### src/stt_pkg.sv
`timescale 1ns / 1ps
// ----------------------------------------------------------------------------
// Source text tokenizer package
// Character constants, token kinds, scanning modes and character classes.
// ----------------------------------------------------------------------------
package stt_pkg;

	localparam logic [7:0] CH_HASH    = 8'h23;
	localparam logic [7:0] CH_DOT     = 8'h2E;
	localparam logic [7:0] CH_I       = 8'h69;
	localparam logic [7:0] CH_PLUS    = 8'h2B;
	localparam logic [7:0] CH_MINUS   = 8'h2D;
	localparam logic [7:0] CH_SLASH   = 8'h2F;
	localparam logic [7:0] CH_STAR    = 8'h2A;
	localparam logic [7:0] CH_PERCENT = 8'h25;
	localparam logic [7:0] CH_AMP     = 8'h26;
	localparam logic [7:0] CH_LPAREN  = 8'h28;
	localparam logic [7:0] CH_RPAREN  = 8'h29;
	localparam logic [7:0] CH_GT      = 8'h3E;
	localparam logic [7:0] CH_LT      = 8'h3C;
	localparam logic [7:0] CH_CARET   = 8'h5E;
	localparam logic [7:0] CH_PIPE    = 8'h7C;
	localparam logic [7:0] CH_EQUAL   = 8'h3D;
	localparam logic [7:0] CH_BANG    = 8'h21;
	localparam logic [7:0] CH_COLON   = 8'h3A;
	localparam logic [7:0] CH_DQUOTE  = 8'h22;
	localparam logic [7:0] CH_SQUOTE  = 8'h27;
	localparam logic [7:0] CH_NL      = 8'h0A;
	localparam logic [7:0] CH_TAB     = 8'h09;
	localparam logic [7:0] CH_SPACE   = 8'h20;
	localparam logic [7:0] CH_BSLASH  = 8'h5C;
	localparam logic [7:0] CH_ZERO    = 8'h30;
	localparam logic [7:0] CH_NINE    = 8'h39;

	// Largest number of results that one request can cause.
	localparam int MAX_RES = 4;

	typedef enum logic [2:0] {
		KIND_STRING = 3'd0,
		KIND_OPER   = 3'd1,
		KIND_WORD   = 3'd2,
		KIND_EOL    = 3'd3,
		KIND_EOF    = 3'd4
	} token_kind_t;

	typedef enum logic [3:0] {
		MODE_GROUND   = 4'd0,
		MODE_COMMENT  = 4'd1,
		MODE_DQ_EMPTY = 4'd2,
		MODE_DQ       = 4'd3,
		MODE_SQ_EMPTY = 4'd4,
		MODE_SQ       = 4'd5,
		MODE_ESCAPE   = 4'd6,
		MODE_IHELD    = 4'd7,
		MODE_ISKIP    = 4'd8,
		MODE_NUMBER   = 4'd9,
		MODE_WORD     = 4'd10
	} lex_mode_t;

	typedef struct packed {
		token_kind_t kind;
		logic [7:0]  text;
		logic        has;
		logic        first;
		logic        tok_end;
	} tok_res_t;

	function automatic logic is_digit(input logic [7:0] c);
		return (c >= CH_ZERO) && (c <= CH_NINE);
	endfunction

	function automatic logic is_op(input logic [7:0] c);
		return (c == CH_PLUS) || (c == CH_MINUS) || (c == CH_SLASH) || (c == CH_STAR) ||
			(c == CH_PERCENT) || (c == CH_AMP) || (c == CH_LPAREN) || (c == CH_RPAREN) ||
			(c == CH_GT) || (c == CH_LT) || (c == CH_CARET) || (c == CH_PIPE) ||
			(c == CH_EQUAL) || (c == CH_BANG) || (c == CH_COLON);
	endfunction

	function automatic logic is_delim(input logic [7:0] c);
		return (c == CH_SPACE) || (c == CH_TAB) || (c == CH_NL) || is_op(c);
	endfunction

endpackage

### src/stt_ifs.sv
`timescale 1ns / 1ps
// ----------------------------------------------------------------------------
// Source text tokenizer channels
// Valid/ready channels for source bytes and for token results.
// ----------------------------------------------------------------------------
interface stt_byte_if;
	logic       valid;
	logic       ready;
	logic       action;
	logic [7:0] source_byte;

	modport source (output valid, action, source_byte, input ready);
	modport sink (input valid, action, source_byte, output ready);
endinterface

interface stt_token_if;
	logic       valid;
	logic       ready;
	logic [2:0] token_kind;
	logic [7:0] text_byte;
	logic       has_byte;
	logic       token_first;
	logic       token_end;
	logic       last;

	modport source (output valid, token_kind, text_byte, has_byte, token_first, token_end,
		last, input ready);
	modport sink (input valid, token_kind, text_byte, has_byte, token_first, token_end,
		last, output ready);
endinterface

### src/source_text_tokenizer_top.sv
`timescale 1ns / 1ps
// ----------------------------------------------------------------------------
// Source text tokenizer
// Turns a stream of source bytes into string, operator, word, end-of-line
// and end-of-file token results.
// ----------------------------------------------------------------------------
//  Channel  Dir  Payload
//  chars    in   action, source_byte
//  tokens   out  token_kind, text_byte, has_byte, token_first, token_end, last
//
//  A request is scanned in the cycle it is accepted; its results (up to four)
//  are loaded into a result group register and leave one per cycle while
//  tokens.ready is high. A request that causes one result or none sustains one
//  request per cycle while tokens.ready is high; one causing more results holds the output until its last is taken.
//  A new request is taken while the last result of the previous one is taken.
//  Reset returns the scanner to ground mode and empties the result group.
// ----------------------------------------------------------------------------
module source_text_tokenizer_top
	import stt_pkg::*;
(
	input  logic               clk,
	input  logic               arst_n,
	stt_byte_if.sink           chars,
	stt_token_if.source        tokens
);

	localparam int IDX_W = $clog2(MAX_RES);
	localparam int CNT_W = $clog2(MAX_RES + 1);

	lex_mode_t        mode_q;
	logic             eol_pending_q;
	logic             any_seen_q;

	tok_res_t         grp_q [MAX_RES];
	logic [CNT_W-1:0] cnt_q;
	logic [IDX_W-1:0] idx_q;

	tok_res_t         res_d [MAX_RES];
	logic [CNT_W-1:0] cnt_d;
	lex_mode_t        mode_d;
	logic             eol_d;
	logic             seen_d;
	logic             do_ground;

	logic             in_fire;
	logic             out_fire;
	logic             at_last;
	logic [7:0]       c;

	assign c        = chars.source_byte;
	assign at_last  = ({1'b0, idx_q} == CNT_W'(cnt_q - CNT_W'(1)));
	assign out_fire = tokens.valid && tokens.ready;
	assign in_fire  = chars.valid && chars.ready;

	assign chars.ready = (cnt_q == '0) || (tokens.ready && at_last);

	// Scanning step: results and next state for the byte at the input.
	always_comb begin
		for (int k = 0; k < MAX_RES; k++) begin
			res_d[k] = '{KIND_EOF, 8'h00, 1'b0, 1'b0, 1'b0};
		end
		cnt_d     = '0;
		mode_d    = mode_q;
		eol_d     = eol_pending_q;
		seen_d    = any_seen_q;
		do_ground = 1'b0;

		if (chars.action) begin
			unique case (mode_q)
				MODE_NUMBER, MODE_WORD: begin
					res_d[cnt_d[IDX_W-1:0]] = '{KIND_WORD, 8'h00, 1'b0, 1'b0, 1'b1};
					cnt_d = cnt_d + CNT_W'(1);
				end
				MODE_IHELD: begin
					if (eol_d) begin
						res_d[cnt_d[IDX_W-1:0]] = '{KIND_EOL, 8'h00, 1'b0, 1'b1, 1'b1};
						cnt_d = cnt_d + CNT_W'(1);
					end
					res_d[cnt_d[IDX_W-1:0]] = '{KIND_WORD, CH_I, 1'b1, 1'b1, 1'b1};
					cnt_d = cnt_d + CNT_W'(1);
				end
				MODE_DQ_EMPTY, MODE_SQ_EMPTY: begin
					res_d[cnt_d[IDX_W-1:0]] = '{KIND_STRING, 8'h00, 1'b0, 1'b1, 1'b1};
					cnt_d = cnt_d + CNT_W'(1);
				end
				MODE_DQ, MODE_SQ: begin
					res_d[cnt_d[IDX_W-1:0]] = '{KIND_STRING, 8'h00, 1'b0, 1'b0, 1'b1};
					cnt_d = cnt_d + CNT_W'(1);
				end
				default: begin
				end
			endcase
			res_d[cnt_d[IDX_W-1:0]] = '{KIND_EOF, 8'h00, 1'b0, 1'b1, 1'b1};
			cnt_d  = cnt_d + CNT_W'(1);
			mode_d = MODE_GROUND;
			eol_d  = 1'b0;
			seen_d = 1'b0;
		end else begin
			unique case (mode_q)
				MODE_COMMENT: begin
					if (c == CH_NL) mode_d = MODE_GROUND;
				end
				MODE_DQ_EMPTY, MODE_DQ, MODE_SQ_EMPTY, MODE_SQ: begin
					if (((mode_q == MODE_DQ_EMPTY || mode_q == MODE_DQ) && c == CH_DQUOTE) ||
						((mode_q == MODE_SQ_EMPTY || mode_q == MODE_SQ) && c == CH_SQUOTE)) begin
						res_d[cnt_d[IDX_W-1:0]] = '{KIND_STRING, 8'h00, 1'b0,
							(mode_q == MODE_DQ_EMPTY || mode_q == MODE_SQ_EMPTY), 1'b1};
						mode_d = MODE_GROUND;
					end else begin
						res_d[cnt_d[IDX_W-1:0]] = '{KIND_STRING, c, 1'b1,
							(mode_q == MODE_DQ_EMPTY || mode_q == MODE_SQ_EMPTY), 1'b0};
						mode_d = (mode_q == MODE_DQ_EMPTY || mode_q == MODE_DQ) ?
							MODE_DQ : MODE_SQ;
					end
					cnt_d = cnt_d + CNT_W'(1);
				end
				MODE_ESCAPE: begin
					mode_d = MODE_GROUND;
				end
				MODE_IHELD: begin
					if (is_digit(c)) begin
						mode_d = MODE_ISKIP;
					end else begin
						if (eol_d) begin
							res_d[cnt_d[IDX_W-1:0]] = '{KIND_EOL, 8'h00, 1'b0, 1'b1, 1'b1};
							cnt_d = cnt_d + CNT_W'(1);
						end
						eol_d  = 1'b0;
						seen_d = 1'b1;
						res_d[cnt_d[IDX_W-1:0]] = '{KIND_WORD, CH_I, 1'b1, 1'b1, 1'b0};
						cnt_d = cnt_d + CNT_W'(1);
						if (is_delim(c)) begin
							res_d[cnt_d[IDX_W-1:0]] = '{KIND_WORD, 8'h00, 1'b0, 1'b0, 1'b1};
							cnt_d     = cnt_d + CNT_W'(1);
							do_ground = 1'b1;
						end else begin
							res_d[cnt_d[IDX_W-1:0]] = '{KIND_WORD, c, 1'b1, 1'b0, 1'b0};
							cnt_d  = cnt_d + CNT_W'(1);
							mode_d = MODE_WORD;
						end
					end
				end
				MODE_ISKIP: begin
					if (c == CH_SPACE) mode_d = MODE_GROUND;
				end
				MODE_NUMBER, MODE_WORD: begin
					if ((mode_q == MODE_NUMBER) ? (c == CH_DOT || is_digit(c)) : !is_delim(c)) begin
						res_d[cnt_d[IDX_W-1:0]] = '{KIND_WORD, c, 1'b1, 1'b0, 1'b0};
					end else begin
						res_d[cnt_d[IDX_W-1:0]] = '{KIND_WORD, 8'h00, 1'b0, 1'b0, 1'b1};
						do_ground = 1'b1;
					end
					cnt_d = cnt_d + CNT_W'(1);
				end
				default: begin
					do_ground = 1'b1;
				end
			endcase

			if (do_ground) begin
				mode_d = MODE_GROUND;
				priority if (c == CH_HASH) begin
					mode_d = MODE_COMMENT;
				end else if (c == CH_NL) begin
					if (seen_d) eol_d = 1'b1;
				end else if (c == CH_BSLASH) begin
					mode_d = MODE_ESCAPE;
				end else if (c == CH_SPACE || c == CH_TAB) begin
					mode_d = MODE_GROUND;
				end else if (c == CH_I) begin
					mode_d = MODE_IHELD;
				end else begin
					// Every other byte starts a token, so a held end of line goes first.
					if (eol_d) begin
						res_d[cnt_d[IDX_W-1:0]] = '{KIND_EOL, 8'h00, 1'b0, 1'b1, 1'b1};
						cnt_d = cnt_d + CNT_W'(1);
					end
					eol_d  = 1'b0;
					seen_d = 1'b1;
					priority if (c == CH_DQUOTE) begin
						mode_d = MODE_DQ_EMPTY;
					end else if (c == CH_SQUOTE) begin
						mode_d = MODE_SQ_EMPTY;
					end else if (is_op(c)) begin
						res_d[cnt_d[IDX_W-1:0]] = '{KIND_OPER, c, 1'b1, 1'b1, 1'b1};
						cnt_d = cnt_d + CNT_W'(1);
					end else begin
						res_d[cnt_d[IDX_W-1:0]] = '{KIND_WORD, c, 1'b1, 1'b1, 1'b0};
						cnt_d  = cnt_d + CNT_W'(1);
						mode_d = (c == CH_DOT || is_digit(c)) ? MODE_NUMBER : MODE_WORD;
					end
				end
			end
		end
	end

	always_ff @(posedge clk or negedge arst_n) begin
		if (!arst_n) begin
			mode_q        <= MODE_GROUND;
			eol_pending_q <= 1'b0;
			any_seen_q    <= 1'b0;
		end else if (in_fire) begin
			mode_q        <= mode_d;
			eol_pending_q <= eol_d;
			any_seen_q    <= seen_d;
		end
	end

	always_ff @(posedge clk or negedge arst_n) begin
		if (!arst_n) begin
			cnt_q <= '0;
			idx_q <= '0;
		end else if (in_fire) begin
			cnt_q <= cnt_d;
			idx_q <= '0;
		end else if (out_fire) begin
			if (at_last) begin
				cnt_q <= '0;
			end else begin
				idx_q <= idx_q + IDX_W'(1);
			end
		end
	end

	always_ff @(posedge clk) begin
		if (in_fire) begin
			for (int k = 0; k < MAX_RES; k++) begin
				grp_q[k] <= res_d[k];
			end
		end
	end

	assign tokens.valid       = (cnt_q != '0);
	assign tokens.token_kind  = grp_q[idx_q].kind;
	assign tokens.text_byte   = grp_q[idx_q].text;
	assign tokens.has_byte    = grp_q[idx_q].has;
	assign tokens.token_first = grp_q[idx_q].first;
	assign tokens.token_end   = grp_q[idx_q].tok_end;
	assign tokens.last        = at_last;

endmodule
### src/flat_wrapper.sv
// flat-port wrapper written by rule: the top's interface ports become plain ports
module source_text_tokenizer_top_flat import stt_pkg::*;
  (clk, arst_n, chars_valid, chars_action, chars_source_byte, chars_ready, tokens_valid, tokens_token_kind, tokens_text_byte, tokens_has_byte, tokens_token_first, tokens_token_end, tokens_last, tokens_ready);
  stt_byte_if chars_i ();
  stt_token_if tokens_i ();
  input  logic clk;
  input  logic arst_n;
  input wire logic [$bits(chars_i.valid)-1:0] chars_valid;
  input wire logic [$bits(chars_i.action)-1:0] chars_action;
  input wire logic [$bits(chars_i.source_byte)-1:0] chars_source_byte;
  output wire logic [$bits(chars_i.ready)-1:0] chars_ready;
  output wire logic [$bits(tokens_i.valid)-1:0] tokens_valid;
  output wire logic [$bits(tokens_i.token_kind)-1:0] tokens_token_kind;
  output wire logic [$bits(tokens_i.text_byte)-1:0] tokens_text_byte;
  output wire logic [$bits(tokens_i.has_byte)-1:0] tokens_has_byte;
  output wire logic [$bits(tokens_i.token_first)-1:0] tokens_token_first;
  output wire logic [$bits(tokens_i.token_end)-1:0] tokens_token_end;
  output wire logic [$bits(tokens_i.last)-1:0] tokens_last;
  input wire logic [$bits(tokens_i.ready)-1:0] tokens_ready;
  assign chars_i.valid = chars_valid;
  assign chars_i.action = chars_action;
  assign chars_i.source_byte = chars_source_byte;
  assign chars_ready = chars_i.ready;
  assign tokens_valid = tokens_i.valid;
  assign tokens_token_kind = tokens_i.token_kind;
  assign tokens_text_byte = tokens_i.text_byte;
  assign tokens_has_byte = tokens_i.has_byte;
  assign tokens_token_first = tokens_i.token_first;
  assign tokens_token_end = tokens_i.token_end;
  assign tokens_last = tokens_i.last;
  assign tokens_i.ready = tokens_ready;
  source_text_tokenizer_top u_core (.clk(clk), .arst_n(arst_n), .chars(chars_i), .tokens(tokens_i));
endmodule
### config.mk
export PLATFORM = sky130hd
export DESIGN_NAME = source_text_tokenizer_top_flat
export DESIGN_NICKNAME = d
export VERILOG_FILES = /design/src/stt_pkg.sv /design/src/stt_ifs.sv /design/src/source_text_tokenizer_top.sv /design/src/flat_wrapper.sv
export SDC_FILE = /design/constraint.sdc
export NUM_CORES = 1
export LEC_CHECK = 0
export BUFFER_PORTS_ARGS = -buffer_cell sky130_fd_sc_hd__buf_2
export CAP_MARGIN = 20
export CORE_MARGIN = 5
export CORE_UTILIZATION = 40
export DETAILED_ROUTE_END_ITERATION = 7
export PLACE_DENSITY = 0.69
export SKIP_LAST_GASP = 1
export SLEW_MARGIN = 20
export SYNTH_ARGS = -nofsm -noshare
export SYNTH_HDL_FRONTEND = slang
export SYNTH_SLANG_ARGS = --single-unit
### constraint.sdc
create_clock -name clk -period 3.42 [get_ports clk]
set_clock_uncertainty 0.05 [all_clocks]
set_input_delay 0.342 -clock clk [delete_from_list [all_inputs] [get_ports clk]]
set_output_delay 0.342 -clock clk [all_outputs]
set_load 0.01 [all_outputs]
==> flow_summary.toml, run 1 <==
[layout]
drive_above_1_share = 0.223
num-nets-final = 509
antenna_cells = 0
layout_common_cells = "edfxtp_1, nor2_1, nand2_1"
nFillCells = 1055
final_cells = 624
final_common_cell = "edfxtp_1"
syn2layout_area_growth_pct = 14.1
final_cell_area_um2 = 5080

[timing]
setup_viol = 0
post-route-period-util = 0.948
whs_ns = 0.227
finalHoldViolCount = 0
fmax_mhz = 308
max-slew-margin-rel = 0.474
final.min_clock_period_ns = 3.24
tightest_slew_ns = 0.788
report.final.slew_viol_count = 0

[drt]
wirelength_mm = 12.0
ant_nets = 0
routed_via_density = 5.95
drt_iter0_drc = 305
route.vias.total = 3710
post-route-drc-count = 0
wire_per_inst_um = 19.2
first_pass_iters = 5

[grt]
antenna_found_initial = 0
grt_pass1_vias = 3677
track_usage = 0.191
grt_max_degree = 47
grt_overflow = 0
grt_pass1_wl_mm = 19.7

[logic_synthesis]
synth_edf_count = 56
ys_ff_latch = 67
syn_avg_cell_area_um2 = 10.2
yosysWarningCount = 0
synthArstFlopShare = 0.164
seq_area_frac_synth = 0.439
synth_area_um2 = 4450
netlist-cell-type-count = 73
synth_top_cell_area_share = 0.378
syn_nets = 466
yosys-top-cells-area = "edfxtp_1, mux4_2, dfrtp_1"
synthFlopType = "edfxtp_1"
synth_top_cell_by_area = "edfxtp_1"
synth_cells = 437

[die]
fp.dieH_um = 116
initial_utilization = 0.409
io_pins = 30
core_um2 = 10900
num_rows = 38
die_area_um2 = 13300
fp.dieW_um = 116

[min_path]
min_path_cells = 3
hold_end = "u_core.idx_q[0]"
hp-class = "input port to flop"
hp-start = "tokens_ready"

[setup_path]
critPathArrivalTime_ns = 3.39
worstPathMaxFanout = 11
r2r_setup_slack_ns = 0.18
crit_required_ns = 3.56
rr_worst_depth = 11
worstReg2RegEnd = "u_core.grp_q[1][12]"
crit_type = "flop to flop"
end_kind = "flop"
reg2reg_from = "u_core.mode_q[0]"
start_kind = "flop"

[power_and_ir_drop]
power.internal_w = 0.00237
power_frac_clock = 0.152
p_leak_nw = 1.88
sw_frac_of_total = 0.413
pwr-share-comb = 0.534
powerDensity_nw_per_um2 = 794
p_sw_w = 0.00167
pwr-share-seq = 0.315
vdd_drop_max_mv = 0.243

[clocking]
cts_tree = "done"
cts-root-buf = "clkbuf_8"
cts_buffers = 9
clock_latency_ns = 0.35
cts.path.max_buffers = 2
clkTransAtPathRegs_ns = 0.07
cts_max_level = 3
clock_sink_count = 67

[placement]
portBuffers = 29
dp.cells = 608
gp_congestion = 0.924
post_dp_cell_area_um2 = 4890
dp_hpwl_mm = 9.08

[outcome]
outcome = "completed"

[run]
drv_cap = 0
==> synth_stat cells, types with 5 or more instances <==
master and count:
nand2b_1 5, or2_2 6, nand2_1 35, a21oi_1 31, dfrtp_1 11, nor3_1 21, and3_1 6, xnor2_1 6
buf_2 10, clkbuf_1 13, o31ai_1 5, o21ai_0 22, and2_1 6, a31oi_1 7, nor2_1 47, inv_1 20
nor2b_1 5, ha_1 16, nand3_1 7, mux4_2 14, o22ai_1 5, edfxtp_1 56
==> sequential cells by signal, indices dropped and copies added (netlist names) <==
name,count
u_core.cnt_q,3
u_core.any_seen_q,1
u_core.grp_q,56
u_core.mode_q,4
u_core.idx_q,2
u_core.eol_pending_q,1
==> worst max-delay path by stage <==
stage | startpoint | to | slack [ns] | cells after the start
floorplan | chars_source_byte[5] | u_core.grp_q[1][0] | 0.004 | 16
finish | u_core.mode_q[0] | u_core.grp_q[1][12] | 0.18 | 11
detailed placement | chars_source_byte[7] | u_core.grp_q[1][12] | 0.05 | 14
CTS | u_core.mode_q[0] | u_core.grp_q[1][12] | 0.20 | 11
global route | u_core.mode_q[0] | u_core.grp_q[1][6] | -0.02 | 11
global placement | chars_source_byte[7] | u_core.grp_q[1][0] | 0.21 | 15
==> cell families (layout without fill, tap and decap cells) <==
group | Yosys count | count (layout) | synth area share
adders and majority gates | 16 | 16 | 0.0450
xor gates and xnor gates | 10 | 10 | 0.0197
DFF | 67 | 67 | 0.439
buffers and inverters | 49 | 96 | 0.0458
and+or+nand+nor | 158 | 158 | 0.181
muxes | 19 | 19 | 0.0823
AOI/OAI and AO/OA | 118 | 118 | 0.187
==> power groups by stage <==
stage	combinational (W)	sequential, W	clock, W
finish	0.00215	0.00127	0.000611
global route	0.00235	0.00129	0.000663
CTS	0.00214	0.00127	0.000622
detailed placement	0.00213	0.00129	0
global placement	0.00211	0.00127	0
floorplan	0.00149	0.00124	0
==> timing repair <==
action / 4_1_cts / 5_1_grt
gates resized for setup: 0 / 1
setup buffers: 0 / 0
setup endpoints to repair: 0 / 2
hold buffers: 1 / 0
endpoints found under the hold margin: 11 / 0
==> through the flow <==
stage                     total power (W)  setup slack [ns]  TNS, ns  utilization
after floorplan                   0.00273           0.00421        0            -
after global placement            0.00338             0.210        0        0.449
after detailed placement          0.00342            0.0489        0        0.449
after CTS                         0.00403             0.196        0        0.466
after global routing              0.00430           -0.0177  -0.0216        0.467
final                             0.00403             0.177        0        0.467
==> critical path, stage by stage (launching register included) <==
cell and delay (ns):
dfrtp_1 0.54, nand2_1 0.11, xnor2_1 0.15, o22ai_1 0.11
or2_2 0.36, ha_1 0.32, a21oi_2 0.21, ha_2 0.24
nand2_1 0.16, a2111oi_2 0.53, o21ai_1 0.15, a21oi_1 0.16
==> routing by layer <==
layer	track usage	up-vias	wire length, µm
met4	0.0649	0	203
met1	0.263	1809	5310
met2	0.302	149	5660
li1	-	1736	-
met5	0	-	0
met3	0.0371	16	807
==> cell type report <==
cell class                      instances  area [µm²]  share of cell area
Multi-Input combinational cell        321        2310               0.455
Sequential cell                        67        1960               0.385
Timing Repair Buffer                   58         378              0.0744
Tap cell                              140         175              0.0345
Clock buffer                           11         131              0.0259
Inverter                               23        86.3              0.0170
Clock inverter                          4        42.5             0.00837
No activity file was read; power rests on OpenSTA's default activity.
==> inputs of run 2 (changes only) <==
Settings changed: CORE_UTILIZATION 40 to 30, CTS_BUF_LIST set to sky130_fd_sc_hd__clkbuf_4 sky130_fd_sc_hd__clkbuf_8 sky130_fd_sc_hd__clkbuf_16, PLACE_DENSITY 0.69 to 0.57.
Clock period 3.42 ns to 2.8 ns, I/O delays scaled along.
==> flow_summary.toml, run 2 (same netlist as run 1, synthesis figures left out) <==
[placement]
dp_hpwl_mm = 9.95
dp.cells = 688
gp_congestion = 0.887
preCtsSetupSlack_ns = -0.219
portBuffers = 29

[layout]
largest_reg_flops = 56
reg_top3 = "u_core.grp_q (56), u_core.mode_q (4), u_core.cnt_q (3)"
antenna_cells = 0
num-nets-final = 548
regArea_um2 = 1960
final_common_cell = "buf_4"
final_cells = 707
multi_input_area_um2 = 2430
largest-register = "u_core.grp_q"
syn2layout_area_growth_pct = 28.4
layout_common_cells = "buf_4, edfxtp_1, nor2_1"
nFillCells = 1431
drive_above_1_share = 0.312
postLayoutCoreUtil = 0.394

[drt]
post-route-drc-count = 0
ant_nets = 0
wire_per_inst_um = 18.6
first_pass_iters = 5
route.vias.total = 3896
drt_iter0_drc = 355
routed_via_density = 5.51
wirelength_mm = 13.1

[clocking]
cts-root-buf = "clkbuf_16"
cts_max_level = 3
clock_sink_count = 67
clkTransAtPathRegs_ns = 0.06
clock_latency_ns = 0.33
cts_tree = "done"
cts_buffers = 9
cts.path.max_buffers = 2

[outcome]
outcome = "completed"

[timing]
report.final.slew_viol_count = 0
finalHoldViolCount = 0
setup_viol = 0
final.min_clock_period_ns = 2.71
max-slew-margin-rel = 0.610
rsz0062_at_grt = "yes"
tightest_slew_ns = 0.578
fmax_mhz = 369
post-route-period-util = 0.968
setup_ws_ns = 0.0891

[setup_path]
r2r_setup_slack_ns = 0.09
crit_start = "u_core.mode_q[2]"
endpoint = "u_core.grp_q[1][0]"
worstPathMaxFanout = 8
start_kind = "flop"
end_kind = "flop"
rr_worst_depth = 12
worstReg2RegEnd = "u_core.grp_q[1][0]"
critPathArrivalTime_ns = 2.74
crit_type = "flop to flop"
reg2reg_from = "u_core.mode_q[2]"
crit_required_ns = 2.83

[run]
drv_cap = 0

[power_and_ir_drop]
pwr-share-seq = 0.258
power_frac_clock = 0.198
powerDensity_nw_per_um2 = 1040
p_sw_w = 0.00227
sw_frac_of_total = 0.383
power.internal_w = 0.00366
vdd_drop_max_mv = 0.392
pwr-share-comb = 0.544
p_leak_nw = 2.17

[grt]
grt_overflow = 0
grt_pass1_wl_mm = 21.3
track_usage = 0.151
grt_max_degree = 30
grt_pass1_vias = 3903
antenna_found_initial = 0

[die]
io_pins = 30
core_um2 = 14500
initial_utilization = 0.306
die_area_um2 = 17400
num_rows = 44
fp.dieH_um = 132
fp.dieW_um = 132

[min_path]
hp-class = "input port to flop"
hp-start = "tokens_ready"
## run 2: cell types whose count changed in the layout (fill, tap and decap cells not counted), sizes merged
cell / change
buf: +39
clkinv: +1
bufinv: +1
clkinvlp: +1
inv: -1
clkbuf: -2
## run 2: power by group through the flow
stage	sequential, W	combinational (W)	clock [W]
after floorplan	0.00151	0.00189	0
after global routing	0.00156	0.00348	0.00124
after CTS	0.00154	0.00313	0.00120
after detailed placement	0.00156	0.00309	0
final	0.00153	0.00323	0.00118
after global placement	0.00154	0.00308	0
## run 2: worst max-delay path, cell delays in order, from the launching register on
cell,delay (ns)
dfrtp_1,0.41
buf_4,0.18
nand2_1,0.09
o22ai_1,0.10
or2_4,0.26
ha_4,0.22
a21oi_4,0.19
ha_4,0.19
nand2_4,0.07
nand4_1,0.09
o21ai_1,0.07
and3_1,0.23
a311o_1,0.30
## run 2: per-layer routing
| metal | share of wire | vias to the layer above | track usage |
|---|---|---|---|
| met3 | 0.057 | 12 | 0.0271 |
| met4 | 0.014 | 0 | 0.0451 |
| met5 | 0 | - | 0 |
| met1 | 0.44 | 1924 | 0.203 |
| li1 | - | 1823 | - |
| met2 | 0.49 | 137 | 0.251 |
## run 2: worst min-delay path by stage
stage               cells past startpoint                 to
finish                                  3    u_core.idx_q[0]
global route                            3    u_core.idx_q[1]
CTS                                     3    u_core.idx_q[0]
detailed placement                      1    u_core.idx_q[1]
global placement                        1    u_core.cnt_q[2]
floorplan                               0  u_core.any_seen_q
## run 2: stage by stage
stage | hold WS [ns] | setup TNS, ns | cell area, µm² | power [W]
2_1_floorplan | -0.0656 | -3.21 | 4550 | 0.00341
3_3_place_gp | 0.114 | -3.06 | 5330 | 0.00461
3_5_place_dp | 0.121 | -3.26 | 5330 | 0.00465
4_1_cts | 0.181 | 0 | 5660 | 0.00586
5_1_grt | 0.217 | -0.155 | 5720 | 0.00628
6_report | 0.187 | 0 | 5720 | 0.00593
## run 2: cell type report
type,instances,share of cell area
clock buffers,9,0.0394
clock inverters,6,0.0142
inverters,23,0.0158
multi-input cells,321,0.424
flip-flops and latches,67,0.342
well taps,184,0.0403
repair buffers,97,0.124
## run 2: repair_timing
action	4_1_cts	5_1_grt
gates resized for setup	2	8
hold buffers	1	0
endpoints found under the setup margin	3	36
pin swaps	0	4
endpoints found under the hold margin	11	0
setup buffers	0	3
==> inputs of run 3 (changes only) <==
Settings changed: ABC_AREA set to 1, GPL_TIMING_DRIVEN set to 0, RECOVER_POWER set to 100.
==> flow_summary.toml, run 3 <==
[drt]
route.vias.total = 4436
first_pass_iters = 5
routed_via_density = 4.82
post-route-drc-count = 0
wirelength_mm = 14.3
wire_per_inst_um = 15.5
ant_nets = 0
drt_iter0_drc = 347

[layout]
final_cell_area_um2 = 5840
regArea_um2 = 1960
syn2layout_area_growth_pct = 23.6
num-nets-final = 735
largest_reg_flops = 56
largest-register = "u_core.grp_q"
final_cells = 921
final_common_cell = "nand2_1"
layout_common_cells = "nand2_1, nor2_1, inv_1"
nFillCells = 1618
antenna_cells = 0
reg_top3 = "u_core.grp_q (56), u_core.mode_q (4), u_core.cnt_q (3)"
multi_input_area_um2 = 2570
drive_above_1_share = 0.207

[power_and_ir_drop]
vdd_drop_max_mv = 0.380
powerDensity_nw_per_um2 = 934
p_leak_nw = 2.58
p_total_w = 0.00545

[timing]
report.final.slew_viol_count = 0
rsz0062_at_grt = "yes"
tightest_slew_ns = 0.787
fin_setup_tns_ns = 0
setup_viol = 0
fmax_mhz = 366
max-slew-margin-rel = 0.475
finalHoldViolCount = 0
final.min_clock_period_ns = 2.74
whs_ns = 0.282
post-route-period-util = 0.977

[setup_path]
worstReg2RegEnd = "u_core.grp_q[2][11]"
cp_common_cell = "nand2_4"
r2r_setup_slack_ns = 0.06
crit_type = "flop to flop"
crit_start = "u_core.mode_q[1]"
crit_required_ns = 2.88
path_delay_family = "simple AND/OR/NAND/NOR gates"
worstPathMaxFanout = 6
crit_slowest_cell = "dfrtp_2"
critPathArrivalTime_ns = 2.82
reg2reg_from = "u_core.mode_q[1]"
max_stage_delay_ns = 0.42
start_kind = "flop"
crit_buf_inv = 4
end_kind = "flop"
rr_worst_depth = 18
crit_chain = "nand2_1 -> nor2_2 -> nand2_2 -> buf_6 -> nor2_4 -> inv_4 -> nand2_4 -> ha_4 -> nand2_4 -> nand2_4 -> ha_1 -> inv_1 -> nor2_1 -> inv_1 -> o21ai_0 -> nand2_1 -> o211ai_1 -> nor3_1"

[logic_synthesis]
syn_avg_cell_area_um2 = 7.31
synth_edf_count = 56
yosys-top-cells-area = "edfxtp_1, nand2_1, nor2_1"
synth_top_cell_area_share = 0.356
synth_cells = 646
synth_fa_ha_area_frac = 0.0424
netlist-cell-type-count = 37
synth_xor_area_frac = 0.00556
seq_area_frac_synth = 0.414
syn_nets = 675
synth_most_common_cell = "nand2_1"
synth-simple-area-share = 0.323
muxShareOfSynthArea = 0
ys_ff_latch = 67
synth_commonest_cells = "nand2_1, nor2_1, inv_1, o21ai_0, edfxtp_1"
synth_area_um2 = 4720
yosysWarningCount = 0
synth_compound_area_frac = 0.124
synth_top_cell_by_area = "edfxtp_1"
synthFlopType = "edfxtp_1"
synth_top_family_by_area = "simple AND/OR/NAND/NOR gates"
synthArstFlopShare = 0.164

[grt]
grt_pass1_vias = 4211
grt_max_degree = 29
antenna_found_initial = 0
grt_overflow = 0
grt_pass1_wl_mm = 22.4
track_usage = 0.157

[min_path]
hold_end = "u_core.cnt_q[1]"
hp-start = "chars_valid"
min_path_cells = 4
hp-class = "input port to flop"

[die]
core_um2 = 15300
fp.dieH_um = 135
num_rows = 45
fp.dieW_um = 135
io_pins = 30
die_area_um2 = 18400
initial_utilization = 0.308

[placement]
post_dp_cell_area_um2 = 5210
gp_congestion = 0.876
dp_hpwl_mm = 10.7
dp.cells = 887
portBuffers = 28

[clocking]
cts_tree = "done"
clock_latency_ns = 0.34
clkTransAtPathRegs_ns = 0.06
cts.path.max_buffers = 2
cts_max_level = 3
clock_sink_count = 67
cts_buffers = 9
cts-root-buf = "clkbuf_16"

[outcome]
outcome = "completed"

[run]
drv_cap = 0
## run 3: cell count changes after synthesis, sizes merged, moves of 14 or more
cell | before | now
nand2 | 36 | 170
inv | 21 | 92
nor2 | 48 | 113
mux4 | 14 | 0
o21ai | 24 | 70
nand3 | 8 | 39
a21oi | 31 | 15
## run 3: cells by family after synthesis
family / Yosys count
AND/OR/NAND/NOR: 346
buffers and inverters: 109
AO/OA/AOI/OAI: 105
flip-flops: 67
adder cells (fa/ha/maj): 16
XOR/XNOR: 3
## run 3: final cells by class
class	count	share of cell area
buffer	15	0.0137
clock buffer	9	0.0386
clock inverter	6	0.00986
inverter	93	0.0628
multi-input combinational	470	0.440
sequential	67	0.336
tap	211	0.0452
timing repair buffer	50	0.0540
## run 3: worst reg2reg max path: cells and delay by family, from the launching register on
kind,cells,cell delay [ns]
compound gates,2,0.19
fa+ha+maj,2,0.43
buf+inv,4,0.36
flops,1,0.42
simple gates,10,1.10
## run 3: layer usage
layer  part of all wire  up-vias  global-route usage  routed length [µm]
met2               0.47      128               0.251                6670
met3              0.056       23              0.0286                 804
met5                  0        -                   0                   0
met1               0.46     2052               0.211                6520
met4              0.020        0              0.0616                 284
li1                   -     2233                   -                   -
## run 3: where the power goes
group          leakage, nW  internal, W  switching, W
logic                 1.77     0.000946       0.00181
clock network        0.134     0.000676      0.000433
registers            0.670      0.00147      0.000109
## run 3: metrics by stage
stage | setup WS [ns] | utilization
after CTS | -0.0147 | 0.372
after detailed placement | -0.805 | 0.340
after floorplan | 0.00945 | -
after global placement | -0.755 | 0.337
final | 0.0645 | 0.381
after global routing | -0.0854 | 0.381
## run 3: timing repair
action,in CTS,in global routing
endpoints found under the setup margin,56,59
cloned,0,0
pin swaps,10,25
setup buffers,11,8
endpoints found under the hold margin,11,0
hold buffers,1,0
gates resized for setup,33,41
## run 3: worst max-delay path by stage
stage                     slack (ns)                   to  cells after the start
after global placement         -0.76     u_core.mode_q[3]                     11
after global routing           -0.09   u_core.grp_q[0][6]                     23
after CTS                      -0.01   u_core.grp_q[0][6]                     23
after floorplan                0.009     u_core.mode_q[3]                     11
final                           0.06  u_core.grp_q[2][11]                     18
after detailed placement       -0.81   u_core.grp_q[0][6]                     26
